===== src/hdl/pscq_pkg.sv =====
// Package for the per-source capped, timed batch queue.
// Holds the word types, codes, reset values and shared control structs.
// Used by pscq_dp, pscq_ctrl and the top level; depends on nothing.
package pscq_pkg;

  // Defaults for the top-level parameters.
  localparam int DEF_QUEUE_DEPTH = 128;
  localparam int DEF_MAX_BATCH   = 3;

  // Operation codes of an input word.
  localparam logic [1:0] OP_TICK      = 2'd0;
  localparam logic [1:0] OP_CHECKED   = 2'd1;
  localparam logic [1:0] OP_UNCHECKED = 2'd2;

  // Configuration register indexes.
  localparam logic [1:0] CFG_LIMIT    = 2'd0;
  localparam logic [1:0] CFG_BATCH    = 2'd1;
  localparam logic [1:0] CFG_INTERVAL = 2'd2;
  localparam logic [1:0] CFG_STEP     = 2'd3;

  // Register reset values.
  localparam logic [2:0]  RST_LIMIT    = 3'd3;
  localparam logic [1:0]  RST_BATCH    = 2'd3;
  localparam logic [31:0] RST_INTERVAL = 32'd5000;
  localparam logic [7:0]  RST_STEP     = 8'd5;

  // Division by three as a multiply by a rounded-up reciprocal and a shift.
  // Exact for every dividend up to 4096.
  localparam int RECIP_W    = 16;
  localparam int DIV3_RECIP = 21846;

  localparam int          STEP_W  = 8;
  localparam int          EST_W   = 15;
  localparam logic [31:0] EST_MAX = 32'd32767;

  typedef struct packed {
    logic [1:0]  operation;
    logic [31:0] source_id;
    logic [15:0] message_handle;
    logic [31:0] current_time;
  } in_t;

  typedef struct packed {
    logic        kind;
    logic        accepted;
    logic [2:0]  source_count;
    logic [14:0] wait_estimate;
    logic [31:0] out_source;
    logic [15:0] out_message;
    logic        last;
  } out_t;

  // Commands from the controller to the datapath.
  typedef struct packed {
    logic accept;
    logic append;
    logic scan;
    logic calc;
    logic reply;
    logic pop_start;
    logic pop_read;
    logic pop_load;
  } cmd_t;

  // Status from the datapath to the controller.
  typedef struct packed {
    logic is_checked;
    logic is_unchecked;
    logic is_tick;
    logic tick_go;
    logic scan_done;
    logic out_free;
    logic pop_last;
  } stat_t;

endpackage


===== src/hdl/pscq_ctrl.sv =====
// Controller of the batch queue: a one-hot state machine that sequences
// dispatch, the per-source scan, the reply and the broadcast pops.
// Depends on pscq_pkg; talks to pscq_dp through cmd_t and stat_t.
module pscq_ctrl (
  input  logic             clk_i,
  input  logic             rst_ni,
  input  logic             in_valid_i,
  output logic             in_stall_o,
  input  pscq_pkg::stat_t  stat_i,
  output pscq_pkg::cmd_t   cmd_o
);
  import pscq_pkg::*;

  typedef enum logic [6:0] {
    S_IDLE     = 7'b0000001,
    S_DISPATCH = 7'b0000010,
    S_SCAN     = 7'b0000100,
    S_CALC     = 7'b0001000,
    S_REPLY    = 7'b0010000,
    S_POP_RD   = 7'b0100000,
    S_POP_OUT  = 7'b1000000
  } state_e;

  state_e state_q, state_d;

  assign in_stall_o = (state_q != S_IDLE);

  always_comb begin
    state_d = state_q;
    cmd_o   = '0;
    case (state_q)
      S_IDLE: begin
        if (in_valid_i) begin
          cmd_o.accept = 1'b1;
          state_d      = S_DISPATCH;
        end
      end
      S_DISPATCH: begin
        if (stat_i.is_checked) begin
          state_d = S_SCAN;
        end else if (stat_i.is_unchecked) begin
          cmd_o.append = 1'b1;
          state_d      = S_IDLE;
        end else if (stat_i.is_tick && stat_i.tick_go) begin
          cmd_o.pop_start = 1'b1;
          state_d         = S_POP_RD;
        end else begin
          state_d = S_IDLE;
        end
      end
      S_SCAN: begin
        cmd_o.scan = 1'b1;
        if (stat_i.scan_done) begin
          state_d = S_CALC;
        end
      end
      S_CALC: begin
        cmd_o.calc = 1'b1;
        state_d    = S_REPLY;
      end
      S_REPLY: begin
        if (stat_i.out_free) begin
          cmd_o.reply = 1'b1;
          state_d     = S_IDLE;
        end
      end
      S_POP_RD: begin
        cmd_o.pop_read = 1'b1;
        state_d        = S_POP_OUT;
      end
      S_POP_OUT: begin
        // Read data stays put until the output register can take the word.
        if (stat_i.out_free) begin
          cmd_o.pop_load = 1'b1;
          state_d        = stat_i.pop_last ? S_IDLE : S_POP_RD;
        end
      end
      default: begin
        state_d = S_IDLE;
      end
    endcase
  end

  always_ff @(posedge clk_i or negedge rst_ni) begin
    if (!rst_ni) begin
      state_q <= S_IDLE;
    end else begin
      state_q <= state_d;
    end
  end

endmodule


===== config.mk =====
export PLATFORM = sky130hd
export DESIGN_NAME = pscq_ctrl
export DESIGN_NICKNAME = d
export VERILOG_FILES = /design/src/hdl/pscq_pkg.sv /design/src/hdl/pscq_ctrl.sv
export SDC_FILE = /design/constraint.sdc
export NUM_CORES = 1
export LEC_CHECK = 0
export CAP_MARGIN = 10
export CELL_PAD_IN_SITES_DETAIL_PLACEMENT = 2
export CELL_PAD_IN_SITES_GLOBAL_PLACEMENT = 2
export CORE_MARGIN = 3
export CORE_UTILIZATION = 34
export CTS_CLUSTER_SIZE = 24
export DETAILED_ROUTE_END_ITERATION = 6
export DONT_BUFFER_PORTS = 1
export GPL_ROUTABILITY_DRIVEN = 0
export MAX_ROUTING_LAYER = met4
export PLACE_DENSITY = 0.8
export SKIP_CTS_REPAIR_TIMING = 1
export SLEW_MARGIN = 5
export SYNTH_ARGS = -nofsm -noshare
export SYNTH_HDL_FRONTEND = slang
export SYNTH_SLANG_ARGS = --single-unit

===== constraint.sdc =====
create_clock -name clk_i -period 1.6 [get_ports clk_i]
set_input_delay 0.16 -clock clk_i [delete_from_list [all_inputs] [get_ports clk_i]]
set_output_delay 0.16 -clock clk_i [all_outputs]
set_load 0.05 [all_outputs]

==> impl_metrics.tcl, run 1 <==
set metrics [dict create \
    synth_area_leaders "dfrtp_1 27%, nor4_4 7.6%, nor2_1 6.0%" \
    crit_endpoint "cmd_o[2]" \
    yosysUniqueCellTypes 31 \
    port_buffers 0 \
    core.rowCount 14 \
    ys_warn_count 0 \
    avgSynthCellArea_um2 9.21 \
    failing_step "global routing" \
    dp_hpwl_mm 1.55 \
    synth-edff-count 0 \
    grt_max_degree 10 \
    initial_core_util_pct 36.9 \
    cts_root_buffer "clkbuf_4" \
    synthCells 61 \
    worst-ep-kind "top-level output" \
    htree_levels 1 \
    synthTopCellsByCount "9 x nor2_1, 6 x dfrtp_1, 5 x inv_1" \
    pin_count 19 \
    status "did not finish" \
    syn-num-nets 71 \
    ys_seq_elements 7 \
    die_y_um 46.7 \
    antenna_found_initial 1 \
    syn_area_um2 562 \
    yosys.area.top_type_share_pct 26.7 \
    die_w_um 46.7 \
    numCtsBuffers 3 \
    stop_error "[ERROR DPL-0033] detailed placement checks failed during check placement." \
    clkSinkCount 7 \
    yosysMostFrequentCell "nor2_1" \
    synthFlopType "dfrtp_1" \
    ys_async_sr_fraction_pct 100 \
    yosysTopAreaCell "dfrtp_1" \
    clk_path_buf_depth 2 \
    synth_seq_area_share_pct 31.4 \
]
logic make-up after synthesis:
group | synth area share (%)
AND/OR/NAND/NOR | 45.9
AO/OA/AOI/OAI | 15.6
flip-flops | 31.4
buffers and inverters | 5.57
XOR/XNOR | 1.56
per-stage QoR:
step | hold slack, ps | setup WS [ps] | TNS (ps) | cell area, um2 | instances
2_1_floorplan | -136 | -390 | -1380 | 596 | 61
3_3_place_gp | -135 | 32.3 | 0 | 771 | 89
3_5_place_dp | -135 | -13.7 | -13.7 | 771 | 89
4_1_cts | -422 | -324 | -2200 | 797 | 93
==> run 2: changes to the inputs <==
==> config.mk (replaced) <==
export PLATFORM = sky130hd
export DESIGN_NAME = pscq_ctrl
export DESIGN_NICKNAME = d
export VERILOG_FILES = /design/src/hdl/pscq_pkg.sv /design/src/hdl/pscq_ctrl.sv
export SDC_FILE = /design/constraint.sdc
export NUM_CORES = 1
export LEC_CHECK = 0
export CAP_MARGIN = 10
export CORE_AREA = 3 3 64 66
export DETAILED_ROUTE_END_ITERATION = 6
export DIE_AREA = 0 0 67 69
export DONT_BUFFER_PORTS = 1
export GPL_ROUTABILITY_DRIVEN = 0
export PLACE_DENSITY_LB_ADDON = 0.15
export SKIP_CTS_REPAIR_TIMING = 1
export SLEW_MARGIN = 5
export SYNTH_ARGS = -nofsm -noshare
export SYNTH_HDL_FRONTEND = slang
export SYNTH_SLANG_ARGS = --single-unit
==> run 2 against run 1 <==
Compared with the run above: the flow now finishes, with violations (negative setup slack); synthesized cell count did not move; synthesized area did not move.
==> impl_metrics.tcl, run 2 <==
set metrics [dict create \
    status "finished with violations" \
    violations "negative setup slack" \
    core.rowCount 22 \
    die_y_um 69 \
    yosys.area.top_type_share_pct 26.7 \
    layout-drive-gt1-share_pct 58.4 \
    dp_hpwl_mm 1.35 \
    core_um2 3630 \
    grt_pass1_wl_mm 2.67 \
    synth_area_leaders "dfrtp_1 27%, nor4_4 7.6%, nor2_1 6.0%" \
    initial_core_util_pct 15.5 \
    seqPwrFrac_pct 23.4 \
    nets 100 \
    worstPathCellList "nor4_4 -> and3_4 -> nor3b_4 -> buf_12" \
    ys_async_sr_fraction_pct 100 \
    yosysMostFrequentCell "nor2_1" \
    syn-num-nets 71 \
    synthTopCellsByCount "9 x nor2_1, 6 x dfrtp_1, 5 x inv_1" \
    cp.required_ps 1440 \
    syn_to_final_growth_pct 75.9 \
    overflow 0 \
    antenna_found_initial 0 \
    synth-edff-count 0 \
    worst_pin_slew_ps 394 \
    dr.pass1.iters 3 \
    critPathTopFamily "simple AND/OR/NAND/NOR gates" \
    crit_type "register to primary output" \
    placedCellCount 123 \
    ys_seq_elements 7 \
    synthCells 61 \
    wl_per_cell_um 12.7 \
    htree_levels 1 \
    endpoint_kind "primary output" \
    top_regs "state_q (7)" \
    numCtsBuffers 3 \
    clockPowerShare_pct 20.2 \
    grt_max_degree 9 \
    drt_iter0_markers 11 \
    fin_setup_tns_ps -677 \
    cp_num_buf_inv 1 \
    clk_path_buf_depth 2 \
    synthFlopType "dfrtp_1" \
    cpMaxStageDelayCell "dfrtp_2" \
    slew_viol_final 0 \
    cp_max_fo 3 \
    synth_seq_area_share_pct 31.4 \
    viasPerCell 4.23 \
    setup_slack_ps -145 \
    ys_warn_count 0 \
    worstSkewPairLatency_ps 220 \
    dieArea_um2 4620 \
    cpPeakStageDelay_ps 430 \
    final_cells 137 \
    yosysUniqueCellTypes 31 \
    nFillCells 407 \
    cts.clk_slew.worst_paths_ps 40 \
    drtAntennaViolNets 0 \
    final_util_pct 27.2 \
    die_w_um 67 \
    grt_use_total_pct 7.60 \
    final_cell_mix "18 x buf_4, 6 x nor2_1, 5 x buf_12" \
    crit_arrival_ps 1580 \
    cts_root_buffer "clkbuf_8" \
    port_buffers 0 \
    final_common_cell "buf_4" \
    num_vias 580 \
    diodes 0 \
    syn_area_um2 562 \
    clock.fmax_mhz 573 \
    hold_path_class "primary input to register" \
    pin_count 19 \
    timing_hold_violations_final 0 \
    setup_viol 10 \
    min_period_ps 1740 \
    p_switching_uw 480 \
    pre_cts_ws_ps 35.6 \
    skew_ps 1.17 \
    drt_wl_total_mm 1.75 \
    drc 0 \
    grt_pass1_vias 558 \
    start_kind "register" \
    pwr-share-comb_pct 56.5 \
    yosysTopAreaCell "dfrtp_1" \
    avgSynthCellArea_um2 9.21 \
    post-route-period-util_pct 109 \
    cap_violations 0 \
    largest_register_ffs 7 \
    ir_worst_vdd_uv 778 \
    max_slew_margin_pct 73.6 \
    clkSinkCount 7 \
    swShare_pct 39.8 \
    p_int_uw 725 \
    regMostFlops "state_q" \
    power_density_nw_per_um2 1220 \
    power.leakage_uw 0.000438 \
    cts_tree "yes" \
    rsz0062_at_grt "yes" \
]
[run 2: worst reg2reg max path, stage by stage, from the launching register on]
cell and delay (ps):
dfrtp_2 450, nor4_4 410, buf_4 190, buf_4 100, o31ai_2 90, a21bo_1 210, o211ai_2 80
[run 2: cells by family (layout without fill, tap and decap cells)]
logic type | Yosys count | in the layout | share of synthesized area, %
buffers and inverters | 7 | 35 | 5.57
AND/OR/NAND/NOR | 36 | 36 | 45.9
XOR/XNOR | 1 | 1 | 1.56
flip-flops | 7 | 7 | 31.4
AO/OA/AOI/OAI | 10 | 10 | 15.6
[run 2: power by group through the flow]
| stage | clock (uW) | combinational, uW | sequential (uW) |
|---|---|---|---|
| after floorplan | 0 | 405 | 269 |
| after global placement | 0 | 602 | 283 |
| after detailed placement | 0 | 597 | 279 |
| after CTS | 249 | 603 | 278 |
| after global routing | 264 | 729 | 289 |
| final | 243 | 681 | 281 |
[run 2: worst paths after layout]
path | cells after the start | startpoint | endpoint | slack [ps]
worst max-delay path | 4 | state_q[6] | cmd_o[2] | -140
worst min-delay path | 3 | stat_i[0] | state_q[0] | 190
worst max register to register | 6 | state_q[5] | state_q[0] | -10
worst min register to register | 1 | state_q[4] | state_q[4] | 640
max in group asynchronous | 1 | rst_ni | state_q[0] | 1020
min in group asynchronous | 1 | rst_ni | state_q[3] | 280
[run 2: cell type report]
type,instances,area (um2),area share [%]
sequential,7,180,18.2
tap,48,60.1,6.08
multi-input combinational,47,417,42.2
timing repair buffer,26,268,27.1
clock buffer,4,45.0,4.56
inverter,5,18.8,1.90
[run 2: routing by layer]
metal | vias up | part of all wire [%] | global-route usage, %
met5 | - | 0 | 0
met4 | 0 | 1.5 | 4.05
met3 | 2 | 3.7 | 2.12
met2 | 11 | 53 | 12.2
met1 | 287 | 42 | 8.90
li1 | 280 | - | -
[run 2: metrics by stage]
step | hold WS, ps | cell area [um2] | total power, uW
after CTS | -373 | 871 | 1130
after global routing | 195 | 988 | 1280
final | 189 | 988 | 1210
after global placement | -135 | 826 | 885
after detailed placement | -135 | 826 | 877
after floorplan | -136 | 596 | 674
(Power assumes the default switching activity.)
==> run 3: changes to the inputs <==
--- a/config.mk
+++ b/config.mk
@@ -5,6 +5,7 @@
 export SDC_FILE = /design/constraint.sdc
 export NUM_CORES = 1
 export LEC_CHECK = 0
+export ABC_AREA = 1
 export CAP_MARGIN = 10
 export CORE_AREA = 3 3 64 66
 export DETAILED_ROUTE_END_ITERATION = 6
==> run 3 against run 2 <==
Compared with the run above: the run still ends with negative setup slack left; combinational power fell by 11%; count of clock-buffer cells in the layout did not move; worst hold slack got worse by 100 ps; global-route usage fell by 1.0 points; via count fell by 9.0%; non-clock buffer count fell by 13; clock power barely moved; die area did not move; critical endpoint is now cmd_o[7]; largest power group unchanged.
==> impl_metrics.tcl, run 3 <==
set metrics [dict create \
    regMostFlops "state_q" \
    slew_viol_final 0 \
    clkSinkCount 7 \
    startpoint "state_q[0]" \
    drc 0 \
    synthCells 80 \
    grt_pass1_wl_mm 2.26 \
    synthTopCellsByCount "20 x nand2_1, 19 x nor2_1, 16 x inv_1" \
    setup_slack_ps -11.8 \
    synth_area_leaders "dfrtp_1 30%, nand2_1 15%, nor2_1 14%" \
    endpoint_kind "primary output" \
    overflow 0 \
    ys_warn_count 0 \
    syn_area_um2 494 \
    pin_count 19 \
    pre_cts_ws_ps 127 \
    cts_root_buffer "clkbuf_8" \
    critPathTopFamily "flip-flops" \
    rr_worst_depth 9 \
    synth-edff-count 0 \
    top_usage_layer "met2" \
    hold_start "stat_i[6]" \
    status "finished with violations" \
    final_cell_mix "19 x nand2_1, 14 x inv_1, 11 x nor2_1" \
    cap_violations 0 \
    syn-num-nets 90 \
    ir_worst_vdd_uv 250 \
    grtUsageMet2_pct 8.52 \
    core.rowCount 22 \
    rsz0062_at_grt "yes" \
    cp_num_buf_inv 3 \
    crit_cells 7 \
    numCtsBuffers 3 \
    yosysMostFrequentCell "nand2_1" \
    die_w_um 67 \
    cpPeakStageDelay_ps 560 \
    num_vias 528 \
    skew_ps 0.222 \
    drt_iter0_markers 16 \
    cts.clk_slew.worst_paths_ps 40 \
    htree_levels 1 \
    timing_hold_violations_final 0 \
    r2r_setup_slack_ps 200 \
    core_um2 3630 \
    cp_max_fo 3 \
    antenna_found_initial 0 \
    clk_path_buf_depth 2 \
    diodes 0 \
    cts_tree "yes" \
    worstSkewPairLatency_ps 220 \
    layout-drive-gt1-share_pct 38.1 \
    ys_async_sr_fraction_pct 100 \
    drt_wl_total_mm 1.41 \
    synthFlopType "dfrtp_1" \
    use_met3_pct 2.93 \
    final_cells 145 \
    violations "negative setup slack" \
    start_kind "register" \
    dieArea_um2 4620 \
    finalPower_uw 1110 \
    setup_viol 2 \
    nFillCells 429 \
    nets 108 \
    min_period_ps 1610 \
    hold_path_class "primary input to register" \
    met1_usage_pct 8.44 \
    initial_core_util_pct 13.6 \
    power_density_nw_per_um2 1360 \
    grt_use_total_pct 6.60 \
    yosys.area.top_type_share_pct 30.4 \
    max_slew_margin_pct 76.5 \
    dr.pass1.iters 4 \
    post-route-period-util_pct 101 \
    dp_hpwl_mm 1.15 \
    holdWs_ps 85.7 \
    reg2reg_from "state_q[0]" \
    yosysTopAreaCell "dfrtp_1" \
    grt_max_degree 8 \
    grt_pass1_vias 504 \
    drtAntennaViolNets 0 \
    crit_type "register to primary output" \
    worst_pin_slew_ps 351 \
    power.leakage_uw 0.000388 \
    syn_to_final_growth_pct 65.6 \
    synth_seq_area_share_pct 35.7 \
    wl_per_cell_um 9.72 \
    worstReg2RegEnd "state_q[0]" \
    cp.required_ps 1440 \
    ys_seq_elements 7 \
    cpMaxStageDelayCell "dfstp_2" \
    avgSynthCellArea_um2 6.18 \
    placedCellCount 137 \
    worstPathCellList "inv_2 -> nor2_2 -> nand2_2 -> nor2_4 -> inv_2 -> nor2_4 -> buf_12" \
    clock.fmax_mhz 620 \
    crit_arrival_ps 1450 \
    final_util_pct 22.5 \
    die_y_um 69 \
    top_regs "state_q (7)" \
    final_common_cell "nand2_1" \
    viasPerCell 3.64 \
    yosysUniqueCellTypes 12 \
    worstSetupEndpoint "cmd_o[7]" \
    port_buffers 0 \
    largest_register_ffs 7 \
]
[run 3: worst min path at each step]
| stage | to | cells after the start |
|---|---|---|
| 2_1_floorplan | state_q[1] | 0 |
| 3_3_place_gp | state_q[4] | 0 |
| 3_5_place_dp | state_q[6] | 0 |
| 4_1_cts | state_q[2] | 0 |
| 5_1_grt | state_q[2] | 2 |
| 6_report | state_q[2] | 2 |
[run 3: cells by family (layout without fill, tap and decap cells)]
kind of cell,after synthesis,count (layout),synth area share (%)
AO/OA/AOI/OAI,3,3,4.56
buffers and inverters,16,33,12.2
AND/OR/NAND/NOR,54,54,47.6
flip-flops,7,7,35.7
[run 3: power breakdown]
part	leakage, uW	total [uW]	switching [uW]	internal (uW)
Clock	0.0000228	245	73.3	172
Sequential	0.0000932	261	41.0	220
Combinational	0.000272	605	391	215
Total	0.000388	1110	505	607
[run 3: worst register-to-register path: cells and delay by family (launching register included)]
kind,cells,cell delay [ps]
buf+inv,1,130
flops,1,560
simple gates,8,650
[run 3: final cells by class]
class	count	area [um2]	share of cell area, %
Timing Repair Buffer	13	141	17.3
Sequential cell	7	176	21.6
Multi-Input combinational cell	57	335	41.0
Inverter	16	60.1	7.34
Clock buffer	4	45.0	5.50
Tap cell	48	60.1	7.34
[run 3: per-stage QoR]
| step | cell area (um2) | TNS (ps) |
|---|---|---|
| after global routing | 818 | -461 |
| final | 818 | -21.9 |
| after detailed placement | 674 | 0 |
| after global placement | 674 | 0 |
| after floorplan | 509 | -126 |
| after CTS | 719 | -339 |
[run 3: per-layer routing]
layer | part of all wire, % | vias up
met2 | 43 | 19
met1 | 44 | 236
li1 | - | 268
met4 | 3.1 | 0
met3 | 10 | 5
met5 | 0 | -
